### src/hw/rtl/fttq_pkg.sv
package fttq_pkg;

	// Opcodes of an input item.
	localparam logic OP_SET  = 1'b0;
	localparam logic OP_POLL = 1'b1;

	// Configuration register indexes.
	localparam int CFG_IDX_W = 3;
	localparam logic [CFG_IDX_W-1:0] CFG_FULL_SCALE_RPM = 3'd0;
	localparam logic [CFG_IDX_W-1:0] CFG_TACH_CONSTANT  = 3'd1;
	localparam logic [CFG_IDX_W-1:0] CFG_CTRL_ADDR_A    = 3'd2;
	localparam logic [CFG_IDX_W-1:0] CFG_CTRL_ADDR_B    = 3'd3;
	localparam logic [CFG_IDX_W-1:0] CFG_TACH_REG_BASE  = 3'd4;
	localparam logic [CFG_IDX_W-1:0] CFG_TACH_REG_STEP  = 3'd5;
	localparam int CFG_DATA_W = 24;

	localparam int SLOT_W  = 3;
	localparam int SPEED_W = 8;
	localparam int RPM_W   = 16;
	localparam int DVD_W   = 24;
	localparam int PROD_W  = 24;
	localparam int COUNT_W = 13;
	localparam logic [COUNT_W-1:0] COUNT_MAX = 13'h1FFF;

	// Slots 0 to 2 sit on controller A, the rest on controller B.
	localparam logic [SLOT_W-1:0] SLOTS_PER_CTRL = 3'd3;

	// ceil(2^32 / 255): product * RECIP_255 >> 32 is exact for products below 2^24.
	localparam int RECIP_W = 25;
	localparam logic [RECIP_W-1:0] RECIP_255 = 25'd16843010;
	localparam int RECIP_SHIFT = 32;

	typedef struct packed {
		logic [15:0] full_scale_rpm;
		logic [23:0] tach_constant;
		logic [6:0]  ctrl_addr_a;
		logic [6:0]  ctrl_addr_b;
		logic [7:0]  tach_reg_base;
		logic [7:0]  tach_reg_stride;
	} cfg_t;

	typedef struct packed {
		logic               is_poll;
		logic [SLOT_W-1:0]  slot;
		logic [SPEED_W-1:0] speed;
	} cmd_t;

	typedef struct packed {
		logic              start;
		logic [DVD_W-1:0]  dividend;
		logic [RPM_W-1:0]  divisor;
	} div_req_t;

	// Position of a fan on its controller.
	function automatic logic [1:0] slot_mod3(input logic [SLOT_W-1:0] slot);
		logic [1:0] r;
		case (slot)
			3'd0, 3'd3, 3'd6: r = 2'd0;
			3'd1, 3'd4, 3'd7: r = 2'd1;
			default:          r = 2'd2;
		endcase
		return r;
	endfunction

endpackage

### src/hw/rtl/fttq_front.sv
module fttq_front
	import fttq_pkg::*;
#(
	parameter int NUM_FANS = 6
) (
	input  logic               clk,
	input  logic               arst_n,
	input  logic               in_valid,
	output logic               in_ready,
	input  logic               opcode,
	input  logic [SLOT_W-1:0]  fan_slot,
	input  logic [SPEED_W-1:0] speed_byte,
	output logic               cmd_valid,
	output cmd_t               cmd,
	input  logic               cmd_pop
);

	localparam int DEPTH = 2;

	cmd_t       fifo_q [DEPTH];
	logic       wr_ptr_q;
	logic       rd_ptr_q;
	logic [1:0] count_q;
	logic       keep;
	logic       push;
	logic       pop;

	// A set aimed at a slot that does not exist is taken and dropped here.
	assign keep = (opcode == OP_POLL) || ({2'b00, fan_slot} < 5'(NUM_FANS));

	assign in_ready  = (count_q != 2'(DEPTH));
	assign push      = in_valid && in_ready && keep;
	assign cmd_valid = (count_q != 2'd0);
	assign pop       = cmd_pop && cmd_valid;
	assign cmd       = fifo_q[rd_ptr_q];

	always_ff @(posedge clk or negedge arst_n) begin
		if (!arst_n) begin
			wr_ptr_q <= 1'b0;
			rd_ptr_q <= 1'b0;
			count_q  <= 2'd0;
		end else begin
			if (push) begin
				wr_ptr_q <= ~wr_ptr_q;
			end
			if (pop) begin
				rd_ptr_q <= ~rd_ptr_q;
			end
			if (push && !pop) begin
				count_q <= count_q + 2'd1;
			end else if (pop && !push) begin
				count_q <= count_q - 2'd1;
			end
		end
	end

	always_ff @(posedge clk) begin
		if (push) begin
			fifo_q[wr_ptr_q] <= '{is_poll: (opcode == OP_POLL), slot: fan_slot,
				speed: speed_byte};
		end
	end

endmodule

### src/hw/rtl/fttq_div.sv
module fttq_div
	import fttq_pkg::*;
(
	input  logic             clk,
	input  logic             arst_n,
	input  div_req_t         req,
	output logic             done,
	output logic [DVD_W-1:0] quotient
);

	localparam int STEP_W = $clog2(DVD_W);

	logic              busy_q;
	logic              done_q;
	logic [STEP_W-1:0] step_q;
	logic [RPM_W-1:0]  rem_q;
	logic [DVD_W-1:0]  quo_q;
	logic [RPM_W-1:0]  dsr_q;
	logic [RPM_W:0]    trial;
	logic [RPM_W:0]    diff;
	logic              fits;

	// Restoring division, one quotient bit per cycle, MSB first.
	assign trial = {rem_q, quo_q[DVD_W-1]};
	assign diff  = trial - {1'b0, dsr_q};
	assign fits  = (trial >= {1'b0, dsr_q});

	assign done     = done_q;
	assign quotient = quo_q;

	always_ff @(posedge clk or negedge arst_n) begin
		if (!arst_n) begin
			busy_q <= 1'b0;
			done_q <= 1'b0;
			step_q <= '0;
		end else begin
			done_q <= 1'b0;
			if (req.start) begin
				busy_q <= 1'b1;
				step_q <= '0;
			end else if (busy_q) begin
				step_q <= step_q + 1'b1;
				if (step_q == STEP_W'(DVD_W - 1)) begin
					busy_q <= 1'b0;
					done_q <= 1'b1;
				end
			end
		end
	end

	always_ff @(posedge clk) begin
		if (req.start) begin
			quo_q <= req.dividend;
			rem_q <= '0;
			dsr_q <= req.divisor;
		end else if (busy_q) begin
			rem_q <= fits ? diff[RPM_W-1:0] : trial[RPM_W-1:0];
			quo_q <= {quo_q[DVD_W-2:0], fits};
		end
	end

endmodule

### src/hw/rtl/fttq_back.sv
module fttq_back
	import fttq_pkg::*;
#(
	parameter int NUM_FANS = 6
) (
	input  logic               clk,
	input  logic               arst_n,
	input  cfg_t               cfg,
	input  logic               cmd_valid,
	input  cmd_t               cmd,
	output logic               cmd_pop,
	input  logic               out_ready,
	output logic               out_valid,
	output logic [SLOT_W-1:0]  job_slot,
	output logic [6:0]         target_controller,
	output logic [7:0]         low_reg_addr,
	output logic [7:0]         count_low_byte,
	output logic [7:0]         high_reg_addr,
	output logic [7:0]         count_high_byte
);

	localparam int IDX_W  = (NUM_FANS > 1) ? $clog2(NUM_FANS) : 1;
	localparam int FULL_W = PROD_W + RECIP_W;

	typedef enum logic [3:0] {
		ST_IDLE  = 4'b0001,
		ST_RECIP = 4'b0010,
		ST_CHECK = 4'b0100,
		ST_DIV   = 4'b1000
	} back_state_t;

	back_state_t         state_q;
	logic [NUM_FANS-1:0] pending_q;
	logic                out_valid_q;
	logic [PROD_W-1:0]   prod_q;
	logic [RPM_W-1:0]    rpm_q;
	logic [SLOT_W-1:0]   slot_q;
	logic [COUNT_W-1:0]  slot_count_q [NUM_FANS];

	logic [FULL_W-1:0]   rpm_full;
	logic                out_free;
	logic                take_poll;
	logic                hit;
	logic [IDX_W-1:0]    hit_idx;
	logic [SLOT_W-1:0]   hit_slot;
	logic [COUNT_W-1:0]  hit_count;
	logic [7:0]          low_reg;
	logic [7:0]          step_off;
	logic                wr_count;
	logic [COUNT_W-1:0]  wr_value;
	div_req_t            div_req;
	logic                div_done;
	logic [DVD_W-1:0]    div_quo;

	fttq_div u_div (
		.clk      (clk),
		.arst_n   (arst_n),
		.req      (div_req),
		.done     (div_done),
		.quotient (div_quo)
	);

	assign rpm_full = FULL_W'(prod_q) * FULL_W'(RECIP_255);

	assign out_free  = !out_valid_q || out_ready;
	assign take_poll = (state_q == ST_IDLE) && cmd_valid && cmd.is_poll && out_free;
	assign cmd_pop   = (state_q == ST_IDLE) && cmd_valid && (!cmd.is_poll || out_free);

	// Lowest-numbered pending slot.
	always_comb begin
		hit      = 1'b0;
		hit_idx  = '0;
		hit_slot = '0;
		for (int i = NUM_FANS - 1; i >= 0; i--) begin
			if (pending_q[i]) begin
				hit      = 1'b1;
				hit_idx  = IDX_W'(i);
				hit_slot = SLOT_W'(i);
			end
		end
	end

	assign hit_count = slot_count_q[hit_idx];

	always_comb begin
		case (slot_mod3(hit_slot))
			2'd0:    step_off = 8'd0;
			2'd1:    step_off = cfg.tach_reg_stride;
			default: step_off = {cfg.tach_reg_stride[6:0], 1'b0};
		endcase
	end
	assign low_reg = cfg.tach_reg_base + step_off;

	assign div_req.start    = (state_q == ST_CHECK) && (rpm_q != '0);
	assign div_req.dividend = cfg.tach_constant;
	assign div_req.divisor  = rpm_q;

	always_comb begin
		wr_count = 1'b0;
		wr_value = COUNT_MAX;
		if ((state_q == ST_CHECK) && (rpm_q == '0)) begin
			wr_count = 1'b1;
		end else if ((state_q == ST_DIV) && div_done) begin
			wr_count = 1'b1;
			wr_value = (|div_quo[DVD_W-1:COUNT_W]) ? COUNT_MAX : div_quo[COUNT_W-1:0];
		end
	end

	always_ff @(posedge clk or negedge arst_n) begin
		if (!arst_n) begin
			state_q     <= ST_IDLE;
			pending_q   <= '0;
			out_valid_q <= 1'b0;
		end else begin
			if (take_poll && hit) begin
				out_valid_q <= 1'b1;
			end else if (out_ready) begin
				out_valid_q <= 1'b0;
			end
			unique case (state_q)
				ST_IDLE: begin
					if (cmd_valid && !cmd.is_poll) begin
						state_q <= ST_RECIP;
					end else if (take_poll && hit) begin
						pending_q[hit_idx] <= 1'b0;
					end
				end
				ST_RECIP: begin
					state_q <= ST_CHECK;
				end
				ST_CHECK: begin
					state_q <= (rpm_q == '0) ? ST_IDLE : ST_DIV;
				end
				ST_DIV: begin
					if (div_done) begin
						state_q <= ST_IDLE;
					end
				end
				default: begin
					state_q <= ST_IDLE;
				end
			endcase
			if (wr_count) begin
				pending_q[IDX_W'(slot_q)] <= 1'b1;
			end
		end
	end

	always_ff @(posedge clk) begin
		if ((state_q == ST_IDLE) && cmd_valid && !cmd.is_poll) begin
			prod_q <= PROD_W'(cmd.speed) * PROD_W'(cfg.full_scale_rpm);
			slot_q <= cmd.slot;
		end
		if (state_q == ST_RECIP) begin
			rpm_q <= rpm_full[RECIP_SHIFT +: RPM_W];
		end
		if (wr_count) begin
			slot_count_q[IDX_W'(slot_q)] <= wr_value;
		end
		if (take_poll && hit) begin
			job_slot          <= hit_slot;
			target_controller <= (hit_slot < SLOTS_PER_CTRL) ? cfg.ctrl_addr_a
				: cfg.ctrl_addr_b;
			low_reg_addr      <= low_reg;
			high_reg_addr     <= low_reg + 8'd1;
			count_low_byte    <= {hit_count[4:0], 3'b000};
			count_high_byte   <= hit_count[COUNT_W-1:5];
		end
	end

	assign out_valid = out_valid_q;

endmodule

### src/hw/rtl/fan_tach_target_job_queue.sv
// Fan tach target job queue. A set item (opcode 0) turns a speed byte into a
// 13-bit tach target count for one fan slot and marks that slot pending,
// replacing any older job for it; sets to slots at or above NUM_FANS are
// taken and dropped. A poll item (opcode 1) emits the lowest-numbered pending
// job on the output channel and clears it, or emits nothing if no slot is
// pending. Items enter a two-entry queue, so the input can take up to two
// items while the back end is busy or the output is stalled. A set passes
// through the back end step by step: the first forms speed times the
// full-scale rpm, the next divides that by 255 through a reciprocal
// multiply, the next checks for zero rpm, the serial divider then works out
// tach_constant / rpm one quotient bit at a time, and a last step stores the
// count. Zero rpm skips the divider and stores 8191 at the zero check; a
// quotient above 8191 is saturated to 8191. A poll is taken once the output
// register is free. Register addresses and the controller address come from
// the configuration at poll time, while the count keeps the value computed at
// set time. Configuration registers are written through cfg_we, cfg_idx and
// cfg_wdata; indexes beyond the register list are ignored.
module fan_tach_target_job_queue
	import fttq_pkg::*;
#(
	parameter int NUM_FANS = 6
) (
	input  logic                  clk,
	input  logic                  arst_n,
	input  logic                  cfg_we,
	input  logic [CFG_IDX_W-1:0]  cfg_idx,
	input  logic [CFG_DATA_W-1:0] cfg_wdata,
	input  logic                  in_valid,
	output logic                  in_ready,
	input  logic                  opcode,
	input  logic [SLOT_W-1:0]     fan_slot,
	input  logic [SPEED_W-1:0]    speed_byte,
	output logic                  out_valid,
	input  logic                  out_ready,
	output logic [SLOT_W-1:0]     job_slot,
	output logic [6:0]            target_controller,
	output logic [7:0]            low_reg_addr,
	output logic [7:0]            count_low_byte,
	output logic [7:0]            high_reg_addr,
	output logic [7:0]            count_high_byte
);

	cfg_t cfg_q;
	logic cmd_valid;
	cmd_t cmd;
	logic cmd_pop;

	// Configuration registers, each masked to its own width on write.
	always_ff @(posedge clk or negedge arst_n) begin
		if (!arst_n) begin
			cfg_q.full_scale_rpm  <= 16'd5000;
			cfg_q.tach_constant   <= 24'd7864320;
			cfg_q.ctrl_addr_a     <= 7'h2E;
			cfg_q.ctrl_addr_b     <= 7'h2F;
			cfg_q.tach_reg_base   <= 8'h3C;
			cfg_q.tach_reg_stride <= 8'd16;
		end else if (cfg_we) begin
			unique case (cfg_idx)
				CFG_FULL_SCALE_RPM: cfg_q.full_scale_rpm  <= cfg_wdata[15:0];
				CFG_TACH_CONSTANT:  cfg_q.tach_constant   <= cfg_wdata[23:0];
				CFG_CTRL_ADDR_A:    cfg_q.ctrl_addr_a     <= cfg_wdata[6:0];
				CFG_CTRL_ADDR_B:    cfg_q.ctrl_addr_b     <= cfg_wdata[6:0];
				CFG_TACH_REG_BASE:  cfg_q.tach_reg_base   <= cfg_wdata[7:0];
				CFG_TACH_REG_STEP:  cfg_q.tach_reg_stride <= cfg_wdata[7:0];
				default: begin
				end
			endcase
		end
	end

	// The front end classifies items and buffers them in order.
	fttq_front #(
		.NUM_FANS (NUM_FANS)
	) u_front (
		.clk        (clk),
		.arst_n     (arst_n),
		.in_valid   (in_valid),
		.in_ready   (in_ready),
		.opcode     (opcode),
		.fan_slot   (fan_slot),
		.speed_byte (speed_byte),
		.cmd_valid  (cmd_valid),
		.cmd        (cmd),
		.cmd_pop    (cmd_pop)
	);

	// The back end computes counts, keeps the pending table and drives results.
	fttq_back #(
		.NUM_FANS (NUM_FANS)
	) u_back (
		.clk               (clk),
		.arst_n            (arst_n),
		.cfg               (cfg_q),
		.cmd_valid         (cmd_valid),
		.cmd               (cmd),
		.cmd_pop           (cmd_pop),
		.out_ready         (out_ready),
		.out_valid         (out_valid),
		.job_slot          (job_slot),
		.target_controller (target_controller),
		.low_reg_addr      (low_reg_addr),
		.count_low_byte    (count_low_byte),
		.high_reg_addr     (high_reg_addr),
		.count_high_byte   (count_high_byte)
	);

endmodule

### config.mk
export PLATFORM = sky130hd
export DESIGN_NAME = fan_tach_target_job_queue
export DESIGN_NICKNAME = d
export VERILOG_FILES = /design/src/hw/rtl/fttq_pkg.sv /design/src/hw/rtl/fttq_front.sv /design/src/hw/rtl/fttq_div.sv /design/src/hw/rtl/fttq_back.sv /design/src/hw/rtl/fan_tach_target_job_queue.sv
export SDC_FILE = /design/constraint.sdc
export NUM_CORES = 1
export LEC_CHECK = 0
export ABC_AREA = 1
export BUFFER_PORTS_ARGS = -buffer_cell sky130_fd_sc_hd__buf_2
export CORE_MARGIN = 5
export CORE_UTILIZATION = 30
export DETAILED_ROUTE_END_ITERATION = 10
export GPL_ROUTABILITY_DRIVEN = 0
export PLACE_DENSITY_LB_ADDON = 0.08
export SLEW_MARGIN = 15
export SYNTH_ARGS = -nofsm -noshare
export SYNTH_HDL_FRONTEND = slang
export SYNTH_SLANG_ARGS = --single-unit
### constraint.sdc
create_clock -name clk -period 6.5 [get_ports clk]
set_input_delay 0.325 -clock clk [delete_from_list [all_inputs] [get_ports clk]]
set_output_delay 0.325 -clock clk [all_outputs]
set_load 0.01 [all_outputs]
Word-level counts from Yosys, hierarchy flattened
Memories as Yosys holds them, arrays and structs flattened. A register that Yosys moved wholly into a read port is not among the register bits. Index checks and enable logic that the tools add are counted.

Register bits: 217. Memory bits (writable): 102. Input port bits: 44. Output and inout port bits: 44. Word-level logic and storage cells: 160. Memories kept: 2.

Memory list: u_back.slot_count_q (depth 6, bits a word 13, read ports 1, clocked after memory_dff 1, wr ports 1, RTL line fttq_back.sv:38) `logic [COUNT_W-1:0] slot_count_q [NUM_FANS];`; u_front.fifo_q (depth 2, bits a word 12, read ports 1, clocked after memory_dff 0, wr ports 1, RTL line fttq_front.sv:20) `cmd_t fifo_q [DEPTH];`.

$add $sub $neg: 6. Multipliers: 2. $lt $le $gt $ge: 7. Equality and inequality tests: 19. Mux-type cells: 51. Bitwise logic cells: 5. Reductions and logical operators: 43.

Operator list (count): $mux W24 (2); $mul A24 B24 Y47 const B (1); $mux W13 (3); $mul A8 B16 Y24 (1); $mux W6 (4); $mux W1 (22); $mux W3 (6); $ge A17 B16 Y1 (1); $logic_and A1 B1 Y1 (17); $logic_not A16 Y1 (1); $mux W16 (1); $pmux W4 S4 (1); $pmux W8 S2 (1); $reduce_bool A16 Y1 (1); $sub A16 B16 Y16 (1); $eq A3 B3 Y1 const B (5); $reduce_and A2 Y1 (7); $mux W4 (3); $reduce_or A11 Y1 (1); $mux W5 (2); $eq A3 B2 Y1 const B (3); $add A8 B1 Y8 const B (1); $add A8 B8 Y8 (1); $lt A3 B4 Y1 const B (2); 28 further kinds (45).

Depth between registers and ports, before layout
Depth after elaboration: 17. Gate-level depth with buffers: 24. Gate-level depth less buffers: 22.

By module
From an unflattened synthesis, not the netlist that was laid out.

Cell total of the unflattened synthesis: 2634. Area, all modules: 23339.9 um2.

By module, submodules not included: fttq_back (instances 1, cells an instance 1769, area an instance 15743.8 um2, seq. area each 5081.1 um2); fttq_div (instances 1, cells an instance 458, area an instance 3618.5 um2, seq. area each 1696.6 um2); fan_tach_target_job_queue (instances 1, cells an instance 314, area an instance 2862.7 um2, seq. area each 1780.5 um2); fttq_front (instances 1, cells an instance 93, area an instance 1114.8 um2, seq. area each 820.8 um2).

Worst setup path before layout
Ideal clock, no wire load.

Kind: reg2reg. Start: register u_front.rd_ptr_q. End: register u_back.prod_q[23], data pin. Library setup time: 260 ps. Data arrival time: 4691 ps. Data required time: 6240 ps. Path slack: 1549 ps. Stages on the path, launching flop included: 23. Path buffers: 2. Clock period less this slack: 4951 ps. Cell sequence: dfrtp_1 -> inv_1 -> clkbuf_1 -> or2_2 -> o21ai_0 -> buf_2 -> nor2_1 -> fa_1 -> inv_1 -> fa_1 -> inv_1 -> fa_1 -> inv_1 -> fa_1 -> inv_1 -> ha_1 -> nand2_1 -> nor2_1 -> inv_1 -> nor4_1 -> nand4_1 -> nand3_1 -> xor2_1.

Word-level cells in the longest chain between the ends: 2.

Ends and longest elaborated chain: from (decl) (RTL line fttq_front.sv:22) `logic rd_ptr_q;`; from (signal assigned) (RTL line fttq_front.sv:47) `rd_ptr_q <= ~rd_ptr_q;`; $mem_v2 Z2 W12; $mul A8 B16 Y24 (RTL line fttq_back.sv:151) `prod_q <= PROD_W'(cmd.speed) * PROD_W'(cfg.full_scale_rpm);`; to (signal assigned) (RTL line fttq_back.sv:151); to (decl) (RTL line fttq_back.sv:35) `logic [PROD_W-1:0] prod_q;`.

Every way passes these cells. A chain may end at the register's enable or synchronous reset.

Final worst setup path
Start: register u_front.rd_ptr_q. End: register u_back.prod_q[18], data pin.

The elaborated chain is that of the path after synthesis.

==> results.yml <==
detailed_routing:
  vias_per_cell: 4.70
  routed_wl_um: 60100
  drt_iter0_drc: 994
  drc: 0
  wl_per_cell_um: 17.2
  dr.pass1.iters: 7
  dr_total_vias: 16400
  drtAntennaViolNets: 0
cells_and_area:
  nNetsFinal: 2887
  drive_above_1_share_pct: 9.48
  final_common_cell: "nand2_1"
  syn_to_final_growth_pct: 13.8
  layoutNonFillerInstCount: 3501
  fillers: 7721
  final_cell_mix: "nand2_1, inv_1, nor2_1"
  diodes: 0
setup_path:
  cpMaxStageDelayCell: "dfrtp_1"
  cp-end-kind: "flop"
  startpoint_type: "flop"
  arrival_ns: 6.26
  cp_cell_sequence: "inv_1, or2_2, o21ai_1, inv_1, nand2_1, fa_1, fa_1, inv_1, fa_1, inv_1, fa_1, inv_1, ha_1, a21oi_1, a21boi_1, o21ai_0, nand2_1, nand2_1, xor2_1"
  cp_max_fo: 13
  cp_data_required_time_ns: 6.80
  startpoint: "u_front.rd_ptr_q$_DFFE_PN0P_"
  path_common_cell: "inv_1"
  slowest_delay_ns: 0.57
  rr_startpoint: "u_front.rd_ptr_q$_DFFE_PN0P_"
  crit_type: "flop to flop"
die:
  dieArea_um2: 79800
  die_w_um: 282
  rows: 100
  die_height_um: 282
  initial_core_util_pct: 30.1
  io_pins: 88
  core_area_um2: 74100
clock_network:
  clock_path_buffers: 3
  root_buffer: "clkbuf_16"
  htreeDepth: 2
  ctsResizeCount: 0
  cts_tree: "built"
  cts-hold-fix-buffers: 22
  numCtsBuffers: 39
  clkSinkCount: 332
  postCtsSetupRepairBufs: 0
  clk_latency_ns: 0.56
  clkTransAtPathRegs_ns: 0.06
timing:
  tns_ns: 0
  fmax_mhz: 168
  rsz0062_at_grt: "no"
  final-setup-viol-count: 0
  min_period_ns: 5.96
  hold_viol: 0
  holdWs_ns: 0.0703
  report.final.slew_viol_count: 0
  relSlewSlack_pct: 25.3
  min_period_over_period_pct: 91.7
  tightestPinTransition_ns: 1.12
  clock_skew_ns: 0.0160
global_routing:
  grt.total_usage_pct: 15.1
  grt_pass1_wl_um: 95000
  first_global_vias: 16800
  grt_max_degree: 57
  overflow: 0
  antenna_found_initial: 0
synth:
  yosys_register_bits: 332
  ys.flop_type: "edfxtp_1"
  seq_area_frac_synth_pct: 42.1
  synth_edf_count: 224
  async_flop_share_pct: 27.7
  synth_area_per_cell_um2: 9.36
  syn_inst: 2380
  yosysWarnings: 0
  syn_area_um2: 22300
  synth_cell_type_count: 55
min_path:
  hold_class: "input pin to flop"
  hold_path_startpoint: "cfg_wdata[9]"
placed_design:
  dp_hpwl_um: 47300
  port_buffers: 84
  dpl.cell_count: 3407
outcome:
  status: "finished, final reports clean"
run:
  drv_cap: 0
-- Yosys cell counts, types with 13 or more instances --
library cell | n | area (µm²)
edfxtp_1 | 224 | 6730
ha_1 | 240 | 3000
dfxtp_1 | 16 | 320
o211ai_1 | 13 | 97.6
clkbuf_1 | 23 | 86.3
dfrtp_1 | 68 | 1700
dfstp_2 | 24 | 631
fa_1 | 102 | 2040
nand3_1 | 79 | 395
o21ai_0 | 147 | 736
xnor2_1 | 15 | 131
xor2_1 | 33 | 289
a21oi_1 | 72 | 360
nand3b_1 | 20 | 150
nand4_1 | 19 | 119
nand2_1 | 483 | 1810
mux2_2 | 15 | 169
a22oi_1 | 24 | 180
nor2_1 | 249 | 935
inv_1 | 377 | 1420
-- critical path: cells and delay by family (launching register included) --
family	cells	cell delay, ns
compound gates	4	1.30
xor+xnor	1	0.15
fa+ha+maj	5	2.41
buf+inv	5	0.63
flops	1	0.57
simple gates	4	0.64
-- stage by stage --
step / setup WS (ns) / cell area [µm²] / utilization, %
5_1_grt: 0.170 / 25300 / 34.2
4_1_cts: 0.564 / 25300 / 34.2
6_report: 0.542 / 25300 / 34.2
2_1_floorplan: 1.55 / 22300 / -
3_5_place_dp: 0.607 / 23800 / 32.2
3_3_place_gp: 0.766 / 23800 / 32.2
-- final timing paths --
path	end	slack [ns]	depth (start not counted)
max	u_back.prod_q[18]$_DFFE_PP_	0.54	19
min	cfg_q[63]$_DFFE_PN1P_	0.07	3
max reg2reg	u_back.prod_q[18]$_DFFE_PP_	0.54	19
min reg2reg	u_back.u_div.dsr_q[9]$_DFFE_PP_	0.45	0
max in group asynchronous	cfg_q[46]$_DFFE_PN0P_	5.08	3
min in group asynchronous	u_back.out_valid$_DFFE_PN0P_	0.33	2
-- state kept, by name (all words and copies together) (netlist names), 2 cells and up --
register and count:
u_front.count_q 2, u_back.high_reg_addr 8, u_back.count_low_byte 5, u_back.u_div.rem_q 16
u_front.fifo_q 24, u_back.state_q 4, u_back.slot_q 3, u_back.pending_q 6
cfg_q 70, u_back.prod_q 24, u_back.u_div.quotient 24, u_back.u_div.dsr_q 16
u_back.slot_count_q 78, u_back.rpm_q 16, u_back.low_reg_addr 8, u_back.count_high_byte 8
u_back.job_slot 3, u_back.target_controller 7, u_back.u_div.step_q 5
-- metal layers --
layer | track usage [%] | wire length, µm | part of all wire (%) | vias up
met5 | 0.0596 | 0 | 0 | -
met2 | 24.6 | 27500 | 46 | 321
met1 | 21.4 | 28800 | 48 | 7971
met4 | 4.15 | 1470 | 2.4 | 0
li1 | - | - | - | 8083
met3 | 1.87 | 2320 | 3.9 | 73
-- cells by family after synthesis --
group           synth area share (%)
compound gates                  8.18
xor+xnor                        1.96
fa+ha+maj                       22.7
buf+inv                         7.33
flops                           42.1
mux                            0.759
other cells                   0.0168
simple gates                    17.0
-- area by class of cell --
| cell class | instances | area (µm²) | share of cell area, % |
|---|---|---|---|
| clock buffer | 62 | 1160 | 4.59 |
| multi-input combinational | 1628 | 11300 | 44.5 |
| timing repair buffer | 120 | 748 | 2.95 |
| sequential | 332 | 9380 | 37.0 |
| inverter | 380 | 1430 | 5.63 |
| tap | 969 | 1210 | 4.78 |
| clock inverter | 10 | 129 | 0.509 |
Power is not shown: default switching activity piles up to over one toggle a cycle in this logic, so the estimate is an artifact.
